`config.mk`:
```
export PLATFORM = sky130hd
export DESIGN_NAME = lzwc_ctrl
export DESIGN_NICKNAME = d
export VERILOG_FILES = /design/src/lzwc_pkg.sv /design/src/lzwc_ctrl.sv
export SDC_FILE = /design/constraint.sdc
export NUM_CORES = 1
export LEC_CHECK = 0
export ABC_AREA = 1
export ABC_CLOCK_PERIOD_IN_PS = 1600
export BUFFER_PORTS_ARGS = -buffer_cell sky130_fd_sc_hd__buf_4
export CORE_MARGIN = 2
export CORE_UTILIZATION = 47
export DETAILED_ROUTE_END_ITERATION = 7
export PLACE_DENSITY = 0.87
export SLEW_MARGIN = 40
export SYNTH_ARGS = -nofsm -noshare
export SYNTH_HDL_FRONTEND = slang
export SYNTH_SLANG_ARGS = --single-unit
export TNS_END_PERCENT = 50
```
`constraint.sdc`:
```
create_clock -name clk -period 1.6 [get_ports clk]
set_clock_uncertainty 0.05 [all_clocks]
set_input_delay 0.32 -clock clk [delete_from_list [all_inputs] [get_ports clk]]
set_output_delay 0.32 -clock clk [all_outputs]
set_load 0.1 [all_outputs]
```
`src/lzwc_pkg.sv`:
```
package lzwc_pkg;

  localparam int MAX_BITS   = 16;
  localparam int SLOT_BITS  = 17;
  localparam int EPOCH_BITS = 4;
  localparam int ACC_BITS   = 7 + MAX_BITS;

  localparam logic [1:0] CMD_START  = 2'd0;
  localparam logic [1:0] CMD_DATA   = 2'd1;
  localparam logic [1:0] CMD_FINISH = 2'd2;

  localparam logic [4:0] CFG_RESET  = 5'd12;
  localparam logic [4:0] WIDTH_MIN  = 5'd9;
  localparam logic [MAX_BITS-1:0] FIRST_FREE = MAX_BITS'(256);

  typedef struct packed {
    logic [EPOCH_BITS-1:0] epoch;
    logic [23:0]           pair;
    logic [MAX_BITS-1:0]   code;
  } slot_t;

  typedef struct packed {
    logic clr_step;
    logic load;
    logic probe_next;
    logic take_hit;
    logic miss;
    logic put;
    logic emit;
    logic emit_flush;
    logic finish;
  } ctrl_cmd_t;

  typedef struct packed {
    logic clr_done;
    logic epoch_last;
    logic hit;
    logic empty;
    logic acc_ge8;
    logic acc_zero;
    logic q_more;
    logic q_flush;
    logic q_restart;
    logic out_free;
  } dp_status_t;

endpackage

```
`src/lzwc_ctrl.sv`:
```
module lzwc_ctrl (
  input  logic                clk,
  input  logic                rst,
  input  logic                in_valid,
  input  logic [1:0]          in_cmd,
  output logic                in_ready,
  input  lzwc_pkg::dp_status_t st,
  output lzwc_pkg::ctrl_cmd_t  cmd
);
  import lzwc_pkg::*;

  typedef enum logic [6:0] {
    S_CLEAR = 7'b0000001,
    S_IDLE  = 7'b0000010,
    S_READ  = 7'b0000100,
    S_CHECK = 7'b0001000,
    S_PUT   = 7'b0010000,
    S_DRAIN = 7'b0100000,
    S_FLUSH = 7'b1000000
  } state_t;

  state_t state, state_next;
  state_t done_state;

  always_ff @(posedge clk) begin
    if (rst) begin
      state <= S_CLEAR;
    end else begin
      state <= state_next;
    end
  end

  // after an item ends, a restart that wraps the epoch needs a clear pass
  assign done_state = (st.q_restart && st.epoch_last) ? S_CLEAR : S_IDLE;

  always_comb begin
    cmd        = '0;
    in_ready   = 1'b0;
    state_next = state;
    unique case (state)
      S_CLEAR: begin
        cmd.clr_step = 1'b1;
        if (st.clr_done) state_next = S_IDLE;
      end
      S_IDLE: begin
        in_ready = 1'b1;
        if (in_valid) begin
          cmd.load = 1'b1;
          unique case (in_cmd)
            CMD_START:  state_next = st.epoch_last ? S_CLEAR : S_IDLE;
            CMD_DATA:   state_next = S_READ;
            CMD_FINISH: state_next = S_PUT;
            default:    state_next = S_IDLE;
          endcase
        end
      end
      S_READ: state_next = S_CHECK;
      S_CHECK: begin
        if (st.hit) begin
          cmd.take_hit = 1'b1;
          state_next   = S_IDLE;
        end else if (st.empty) begin
          cmd.miss   = 1'b1;
          state_next = S_PUT;
        end else begin
          cmd.probe_next = 1'b1;
          state_next     = S_READ;
        end
      end
      S_PUT: begin
        cmd.put    = 1'b1;
        state_next = S_DRAIN;
      end
      S_DRAIN: begin
        if (st.acc_ge8) begin
          cmd.emit = st.out_free;
        end else if (st.q_more) begin
          state_next = S_PUT;
        end else if (st.q_flush && !st.acc_zero) begin
          state_next = S_FLUSH;
        end else begin
          cmd.finish = 1'b1;
          state_next = done_state;
        end
      end
      S_FLUSH: begin
        if (st.out_free) begin
          cmd.emit_flush = 1'b1;
          cmd.finish     = 1'b1;
          state_next     = done_state;
        end
      end
      default: state_next = S_CLEAR;
    endcase
  end

  a_one_cmd: assert property (@(posedge clk) disable iff (rst)
    $onehot0({cmd.load, cmd.take_hit, cmd.miss, cmd.put, cmd.emit, cmd.clr_step}))
    else $error("controller issued two commands at once");

  a_read_then_check: assert property (@(posedge clk) disable iff (rst)
    (state == S_READ) |=> (state == S_CHECK))
    else $error("probe read not followed by check");

  a_put_drain: assert property (@(posedge clk) disable iff (rst)
    cmd.put |=> (state == S_DRAIN))
    else $error("code load not followed by drain");

endmodule

```
==> impl_metrics.toml, run 1 <==
[synthesis]
synth.largest_area_cell = "dfxtp_1"
synth-async-reset-ratio_pct = 0
synth_cell_type_count = 19
ys.flop_type = "dfxtp_1"
yosysWarningCount = 0
seq_area_frac_synth_pct = 21.46
syn-mean-instance-area_um2 = 5.535
ys_ff_latch = 7
synth_nets = 133
synthesis.area_um2 = 653.1
synth_edf_count = 0
yosysTopAreaCellShare_pct = 21.46
netlist_instances = 118
yosys-top-cells-area = "dfxtp_1 21%, nand2_1 20%, nor2_1 12%, inv_1 11%, nor2_4 5.2%"

[floorplanning]
die_w_um = 41.28
start_util_pct = 50.19
die_h_um = 41.28
ios = 25
rows = 13

[clocking]
cts_sinks = 7
cts_buffers = 3
root_buffer = "clkbuf_4"
htree_levels = 1
cts_max_path_buffers = 2

[placement]
placed_area_um2 = 993.5
dpl.cell_count = 167
hpwl_um = 1568
io_buffers = 24
place.gp.congestion = 0.8236

[timing]
worstEpCategory = "output port"
grt-worst-endpoint = "cmd[7]"

[outcome]
stop_error = "[ERROR DPL-0038] Utilization greater than 100%, impossible to legalize"
lastStage = "global routing"
status = "did not finish"

[grt]
grt_max_degree = 8
## synthesized netlist by cell type (4+ instances only)
| master | number |
|---|---|
| dfxtp_1 | 7 |
| nor2_1 | 21 |
| inv_1 | 19 |
| nor3_1 | 4 |
| nand3_1 | 5 |
| nand2_1 | 34 |
## cells by family after synthesis
kind of cell           share of synthesized area, %
AO/OA/AOI/OAI                                 8.044
flip-flops                                    21.46
AND/OR/NAND/NOR                               56.90
buffers and inverters                         13.60
## what timing repair did
action | 4_1_cts
pin swaps | 4
hold buffers | 0
buffers inserted | 8
setup endpoints to repair | 10
gates resized for setup | 49
## stage by stage
| step | setup TNS (ps) | hold WS, ps | setup WS (ps) |
|---|---|---|---|
| 2_1_floorplan | -990.8 | 335.0 | -198.2 |
| 3_3_place_gp | 0 | 486.3 | 20.29 |
| 3_5_place_dp | -37.68 | 490.0 | -37.68 |
| 4_1_cts | -991.3 | 221.6 | -177.2 |
==> run 2: changes to the inputs <==
--- a/config.mk
+++ b/config.mk
@@ -8,10 +8,10 @@
 export ABC_AREA = 1
 export ABC_CLOCK_PERIOD_IN_PS = 1600
 export BUFFER_PORTS_ARGS = -buffer_cell sky130_fd_sc_hd__buf_4
-export CORE_MARGIN = 2
-export CORE_UTILIZATION = 47
+export CORE_AREA = 2 2 63 65
 export DETAILED_ROUTE_END_ITERATION = 7
-export PLACE_DENSITY = 0.87
+export DIE_AREA = 0 0 65 67
+export PLACE_DENSITY_LB_ADDON = 0.15
 export SLEW_MARGIN = 40
 export SYNTH_ARGS = -nofsm -noshare
 export SYNTH_HDL_FRONTEND = slang
==> impl_metrics.toml, run 2 <==
[setup_path]
worst-setup-path-type = "register to output port"
crit_chain = "inv_4 -> nand2_4 -> nor2_4 -> nand2_4 -> nor2_4 -> nand2_2 -> clkinvlp_4 -> buf_12"
end_kind = "output port"
cp_num_buf_inv = 3
critPathSlowestCell = "dfxtp_4"
cp.arrival_ps = 1370
critPathMaxStageDelay_ps = 360
cp.required_ps = 1230
cp_top_family = "simple AND/OR/NAND/NOR gates"
cp-start-kind = "register"
crit_path_max_fanout = 3

[cells_and_area]
syn2layout_area_growth_pct = 118.0
multi_input_area_um2 = 565.5
top_regs = "state (7)"
regMostFlops = "state"
nNetsFinal = 187
final-seq-area_um2 = 156.4
diodes = 0
utilization_pct = 39.49
drive_above_1_share_pct = 58.48
layout_commonest_cell = "buf_4"
final_cell_mix = "38 x buf_4, 26 x nand2_1, 16 x nor2_1, 12 x inv_1, 11 x nor2_4"
largest_register_ffs = 7
n_fill_cell = 382

[synthesis]
synth_top_family_by_area = "simple AND/OR/NAND/NOR gates"
synth_mux_area_share_pct = 0
syn-mean-instance-area_um2 = 5.535
synth.most_common_cell = "nand2_1"
synth_edf_count = 0
synthesis.area_um2 = 653.1
yosysWarningCount = 0
yosys-top-cells-area = "dfxtp_1 21%, nand2_1 20%, nor2_1 12%, inv_1 11%, nor2_4 5.2%"
synth_commonest_cells = "34 x nand2_1, 21 x nor2_1, 19 x inv_1"
synthAdderAreaFrac_pct = 0
synth.largest_area_cell = "dfxtp_1"
synth-async-reset-ratio_pct = 0
synth_nets = 133
seq_area_frac_synth_pct = 21.46
ys.flop_type = "dfxtp_1"
synth_cell_type_count = 19
ys_ff_latch = 7
synth_compound_gate_area_share_pct = 8.046
synthXorXnorAreaFrac_pct = 0
yosysTopAreaCellShare_pct = 21.46
synth-simple-area-share_pct = 56.90
netlist_instances = 118

[floorplanning]
fp.dieArea_um2 = 4355
ios = 25
die_w_um = 65
core_um2 = 3606
rows = 22
die_h_um = 67
start_util_pct = 18.11

[clocking]
holdBufCountCts = 0
clk_pin_slew_worst_paths_ps = 40
tritoncts = "built"
htree_levels = 1
root_buffer = "clkbuf_8"
cts_buffers = 3
cts_sinks = 7
cts_max_path_buffers = 2
worstSkewPairLatency_ps = 220

[detailed_routing]
final_antenna_net_count = 0
drt_iter0_drc = 14
drc = 0
drt-wirelength-per-cell_um = 9.155
via_per_inst = 3.845
wirelength_um = 2005
first_pass_iters = 4
num_vias = 842

[power]
p_sw_share_pct = 40.82
p_int_mw = 0.5645
power_density_nw_per_um2 = 669.9
seq_power_share_pct = 22.0
p_comb_share_pct = 52.9
clockPowerShare_pct = 25.1
ir_drop_mv = 0.2868
p_switching_mw = 0.3894
p_leak_nw = 0.6812

[grt]
grt_pass1_wl_um = 3415
grt_pass1_vias = 830
grt_max_degree = 8
antenna_found_initial = 0
overflow = 0
globalRouteTotalUtil_pct = 10.11

[timing]
fin_crit_ps = 1738
worst_slew_pin_slew_ps = 275.5
fmax_mhz = 575.5
hold_viol_final = 0
rsz0062_at_grt = "yes"
slew_headroom_pct = 81.61
fin_crit_sh_pct = 108.6
setup_slack_ps = -137.5
setup_violations = 9
final.setup.tns_ps = -867.8
slew_viol_final = 0
fin_hold_ws_ps = 258.8

[placement]
place.gp.congestion = 0.7333
hpwl_um = 1645
io_buffers = 24

[job]
cap_viol_max_count = 0

[worst_hold_path]
worst_hold_path_type = "primary input to register"

[outcome]
status = "finished with violations"
violations = "setup timing"
## run 2: layout make-up
cell class              count  area share [%]
multi-input cells          88           39.72
inverters                  23           7.030
repair buffers             49           34.89
flip-flops and latches      7           10.98
well taps                  48           4.218
clock buffers               4           3.163
## run 2: what timing repair did
item                                    4_1_cts  5_1_grt
buffers inserted                              4        5
gates resized for setup                      40       24
endpoints found under the setup margin       10       15
pin swaps                                     6        6
## run 2: final timing paths
kind                    to  cells past startpoint  slack, ps  startpoint
hold / removal    state[1]                      2        260         rst
setup / recovery    cmd[6]                      8       -140    state[4]
hold reg to reg   state[3]                      3        550    state[3]
setup reg to reg  state[2]                     11         30    state[5]
## run 2: worst reg2reg max path: stages (launching register included)
cell and delay [ps]:
dfxtp_2 340, buf_4 150, nor2_4 50, nand2_4 90, nor2_4 50, nand2_2 70, clkinvlp_4 110, buf_4 140
buf_4 120, buf_4 120, o21ai_1 130, nor2_1 50
## run 2: routing by layer
metal	track usage (%)	vias up	share of wire (%)
met3	0.6757	2	1.9
met2	16.62	9	54
li1	-	464	-
met5	0	-	0
met4	6.383	0	1.3
met1	12.80	367	42
## run 2: metrics by stage
step | instance area [um2] | total power [mW] | std cells | setup slack [ps]
floorplan | 719.4 | 0.5030 | 118 | -198.2
global placement | 1080 | 0.6433 | 206 | -2.851
detailed placement | 1080 | 0.6417 | 206 | -38.07
CTS | 1300 | 0.9403 | 214 | -122.6
global route | 1424 | 1.011 | 219 | -198.2
finish | 1424 | 0.9539 | 219 | -137.5
## run 2: cell families (layout without fill, tap and decap cells)
logic type      Yosys count  after routing
simple gates             78             78
flops                     7              7
compound gates           10             10
buf+inv                  23             76
## run 2: power by group through the flow
stage                     Clock (mW)  Sequential (mW)  Combinational [mW]
after detailed placement           0            0.206               0.435
after global routing           0.256            0.213               0.542
after CTS                      0.245            0.205               0.490
after floorplan                    0            0.204               0.299
after global placement             0            0.205               0.438
final                          0.239            0.210               0.504
Power figures use the tool's default switching activity.
==> run 3: changes to the inputs <==
--- a/config.mk
+++ b/config.mk
@@ -11,7 +11,7 @@
 export CORE_AREA = 2 2 63 65
 export DETAILED_ROUTE_END_ITERATION = 7
 export DIE_AREA = 0 0 65 67
-export PLACE_DENSITY_LB_ADDON = 0.15
+export PLACE_DENSITY_LB_ADDON = 0.3
 export SLEW_MARGIN = 40
 export SYNTH_ARGS = -nofsm -noshare
 export SYNTH_HDL_FRONTEND = slang
==> impl_metrics.toml, run 3 (synthesized netlist as in run 2, its figures left out) <==
[timing]
fin_crit_sh_pct = 106.8
rsz0062_at_grt = "yes"
setup_violations = 10
final.setup.tns_ps = -647.1
worst_slew_pin_slew_ps = 278.7
fin_crit_ps = 1709
fmax_mhz = 585.0
slew_headroom_pct = 81.40
slew_viol_final = 0
hold_viol_final = 0
setup_slack_ps = -109.4

[placement]
hpwl_um = 1600
placed_area_um2 = 1072
place.gp.congestion = 0.7273
dpl_worst_slack_ps = -18.81
io_buffers = 24
dpl.cell_count = 205

[cells_and_area]
diodes = 0
nNetsFinal = 181
layout_commonest_cell = "buf_4"
drive_above_1_share_pct = 55.76
largest_register_ffs = 7
n_fill_cell = 394
regMostFlops = "state"
final_cell_mix = "31 x buf_4, 27 x nand2_1, 16 x nor2_1, 12 x inv_1, 11 x nor2_4"
syn2layout_area_growth_pct = 105.0
top_regs = "state (7)"
stdcell_count = 213
fin_area_um2 = 1339

[clocking]
cts_buffers = 3
cts_sinks = 7
holdBufCountCts = 0
tritoncts = "built"
clk_pin_slew_worst_paths_ps = 40
cts_max_path_buffers = 2
root_buffer = "clkbuf_8"
htree_levels = 1
worstSkewPairLatency_ps = 230

[setup_path]
end_kind = "output port"
cp-start-kind = "register"
crit_path_max_fanout = 3
crit_end = "cmd[7]"
critPathMaxStageDelay_ps = 330
worst-setup-path-type = "register to output port"
cp_top_family = "buffers and inverters"
crit_chain = "inv_2 -> nand2_2 -> nor2_4 -> buf_6 -> nand2_4 -> nor2_4 -> buf_12"
cp.required_ps = 1230
cp.depth = 7
r2r-end = "state[1]"
cp_common_cell = "nor2_4"
cp.arrival_ps = 1340
critPathSlowestCell = "dfxtp_2"
ff2ff_path_depth = 11
crit-reg2reg-launch = "state[5]"
rrSetupSlack_ps = 150
cp_num_buf_inv = 3
cp-startpoint = "state[4]"

[detailed_routing]
final_antenna_net_count = 0
num_vias = 827
wirelength_um = 1926
drc = 0
wl_met1_um = 850
first_pass_iters = 4
drt-wirelength-per-cell_um = 9.042
via_per_inst = 3.883
drt_iter0_drc = 13
top_layer_used = "met4"
wl_met2_um = 969
route.met3.wl_um = 89

[floorplanning]
die_h_um = 67
fp.dieArea_um2 = 4355
rows = 22
core_um2 = 3606
die_w_um = 65
start_util_pct = 18.11
ios = 25

[grt]
grt_pass1_wl_um = 3346
grt_pass1_vias = 818
grt_max_degree = 8
overflow = 0
antenna_found_initial = 0
globalRouteTotalUtil_pct = 10.19

[outcome]
status = "finished with violations"
violations = "setup timing"

[worst_hold_path]
worst_hold_path_type = "primary input to register"
min-delay-start = "rst"

[power]
p_leak_nw = 0.6431
ir_drop_mv = 0.2791
power_density_nw_per_um2 = 725.7
total_power_mw = 0.9716

[job]
cap_viol_max_count = 0
## run 3: where the power goes
group | switching (mW) | total [mW] | internal, mW | leakage (nW)
sequential | 0.0181 | 0.209 | 0.191 | 0.0593
clock | 0.0879 | 0.257 | 0.169 | 0.0255
combinational | 0.300 | 0.505 | 0.206 | 0.558
## run 3: worst min path at each step
stage	slack [ps]	end	cells after the start
6_report	260	state[3]	2
5_1_grt	270	state[2]	2
4_1_cts	260	state[3]	2
3_5_place_dp	500	state[2]	2
3_3_place_gp	500	state[3]	2
2_1_floorplan	330	state[2]	1
## run 3: per-stage QoR
step / utilization [%] / hold WS, ps
after floorplan: - / 335.0
after global placement: 29.74 / 503.7
after detailed placement: 29.74 / 500.4
after CTS: 35.91 / 256.7
after global routing: 37.13 / 270.4
final: 37.13 / 256.9
## run 3: timing repair
| item | CTS | global route |
|---|---|---|
| setup buffers | 3 | 1 |
| gates resized for setup | 44 | 9 |
| setup endpoints to repair | 10 | 11 |
| pin swaps | 5 | 2 |
## run 3: area by class of cell
cell class	instances	area (um2)	area share [%]
Clock buffer	3	41.29	3.084
Clock inverter	1	5.005	0.3738
Inverter	23	92.59	6.916
Multi-Input combinational cell	88	534.3	39.91
Sequential cell	7	150.1	11.21
Tap cell	48	60.06	4.486
Timing Repair Buffer	43	455.4	34.02
## run 3: routing by layer
metal / vias up / track usage (%)
li1: 453 / -
met1: 357 / 12.01
met2: 15 / 17.53
met3: 2 / 3.209
met4: 0 / 3.191
met5: - / 0
==> run 4: changes to the inputs <==
--- a/config.mk
+++ b/config.mk
@@ -12,6 +12,7 @@
 export DETAILED_ROUTE_END_ITERATION = 7
 export DIE_AREA = 0 0 65 67
 export PLACE_DENSITY_LB_ADDON = 0.3
+export SETUP_SLACK_MARGIN = 0.15
 export SLEW_MARGIN = 40
 export SYNTH_ARGS = -nofsm -noshare
 export SYNTH_HDL_FRONTEND = slang
==> impl_metrics.toml, run 4 (synthesized netlist as in run 2, its figures left out) <==
[cells_and_area]
nNetsFinal = 189
multi_input_area_um2 = 568.0
diodes = 0
final-seq-area_um2 = 153.9
drive_above_1_share_pct = 61.27
final_cell_mix = "38 x buf_4, 26 x nand2_1, 14 x nor2_1, 12 x inv_1, 11 x nor2_4"
n_fill_cell = 371
regMostFlops = "state"
stdcell_count = 221
syn2layout_area_growth_pct = 120.7
largest_register_ffs = 7
layout_commonest_cell = "buf_4"
top_regs = "state (7)"

[placement]
hpwl_um = 1630
dpl.cell_count = 207
io_buffers = 24
place.gp.congestion = 0.7854

[clocking]
htree_levels = 1
worstSkewPairLatency_ps = 230
root_buffer = "clkbuf_8"
cts_max_path_buffers = 2
cts_sinks = 7
clk_pin_slew_worst_paths_ps = 40
holdBufCountCts = 0
cts_buffers = 3
tritoncts = "built"

[timing]
rsz0062_at_grt = "yes"
fin_hold_ws_ps = 262.7
fmax_mhz = 583.0
hold_viol_final = 0
setup_slack_ps = -115.1
fin_crit_sh_pct = 107.2
fin_crit_ps = 1715
slew_viol_final = 0
worst_slew_pin_slew_ps = 290.6
setup_violations = 10
slew_headroom_pct = 80.52

[detailed_routing]
wirelength_um = 2099
via_per_inst = 3.964
first_pass_iters = 4
top_layer_used = "met4"
wl_met2_um = 1010
drt_iter0_drc = 15
num_vias = 876
wl_met1_um = 948
drt-wirelength-per-cell_um = 9.498
route.met3.wl_um = 104
final_antenna_net_count = 0
drc = 0

[worst_hold_path]
min-delay-start = "rst"
worst_hold_path_type = "primary input to register"

[setup_path]
crit_chain = "buf_6 -> nor2_4 -> nand2_4 -> nor2_1 -> nand2_1 -> clkinvlp_4 -> buf_12"
cp.arrival_ps = 1350
worst-setup-path-type = "register to output port"
end_kind = "output port"
critPathSlowestCell = "dfxtp_4"
crit_path_max_fanout = 4
cp-start-kind = "register"
crit-reg2reg-launch = "state[5]"
critPathMaxStageDelay_ps = 350
cp-startpoint = "state[5]"
cp.required_ps = 1230

[grt]
overflow = 0
grt_max_degree = 8
globalRouteTotalUtil_pct = 10.75
antenna_found_initial = 0
grt_pass1_vias = 826
grt_pass1_wl_um = 3560

[power]
power_density_nw_per_um2 = 694.5
p_leak_nw = 0.6955
ir_drop_mv = 0.3000

[job]
cap_viol_max_count = 0

[floorplanning]
ios = 25
core_um2 = 3606
die_h_um = 67
start_util_pct = 18.11
rows = 22
die_w_um = 65
fp.dieArea_um2 = 4355

[outcome]
status = "finished with violations"
violations = "setup timing"
run 4: final timing paths:
| check | endpoint | slack (ps) | depth (start not counted) |
|---|---|---|---|
| worst min register to register | state[3] | 570 | 3 |
| worst max-delay path | cmd[6] | -120 | 7 |
| worst min-delay path | state[1] | 260 | 2 |
| worst max register to register | state[4] | 80 | 9 |
run 4: routing by layer:
layer,track usage (%),vias up
li1,-,470
met4,4.787,0
met1,13.58,383
met5,0,-
met2,17.53,18
met3,2.196,5
run 4: power by group:
part	total, mW	internal [mW]	switching (mW)
sequential	0.207	0.190	0.0176
clock	0.251	0.173	0.0784
combinational	0.543	0.222	0.321
run 4: stage by stage:
stage / setup slack, ps / util (%) / instance area (um2) / setup TNS (ps) / power, mW
2_1_floorplan: -196.6 / - / 728.2 / -942.4 / 0.5167
3_3_place_gp: -13.10 / 30.40 / 1096 / -13.10 / 0.6657
3_5_place_dp: -23.68 / 30.40 / 1096 / -23.68 / 0.6676
4_1_cts: -121.5 / 37.23 / 1343 / -713.4 / 0.9770
5_1_grt: -184.5 / 39.97 / 1441 / -1277 / 1.059
6_report: -115.1 / 39.97 / 1441 / -688.0 / 1.001
run 4: cell type report:
cell class | instances | share of cell area [%]
flip-flops and latches | 7 | 10.68
well taps | 48 | 4.167
multi-input cells | 88 | 39.41
inverters | 23 | 6.597
clock buffers | 4 | 3.125
repair buffers | 51 | 36.02
run 4: worst max-delay path, delay by kind of cell (launching register included):
kind	cells	cell delay (ps)
AND/OR/NAND/NOR	4	380
flip-flops	1	350
buffers and inverters	3	390
run 4: repair_timing:
action | in CTS | in global routing
resized for setup | 42 | 18
cloned | 0 | 0
setup endpoints to repair | 12 | 15
pin swaps | 6 | 6
setup buffers | 6 | 4
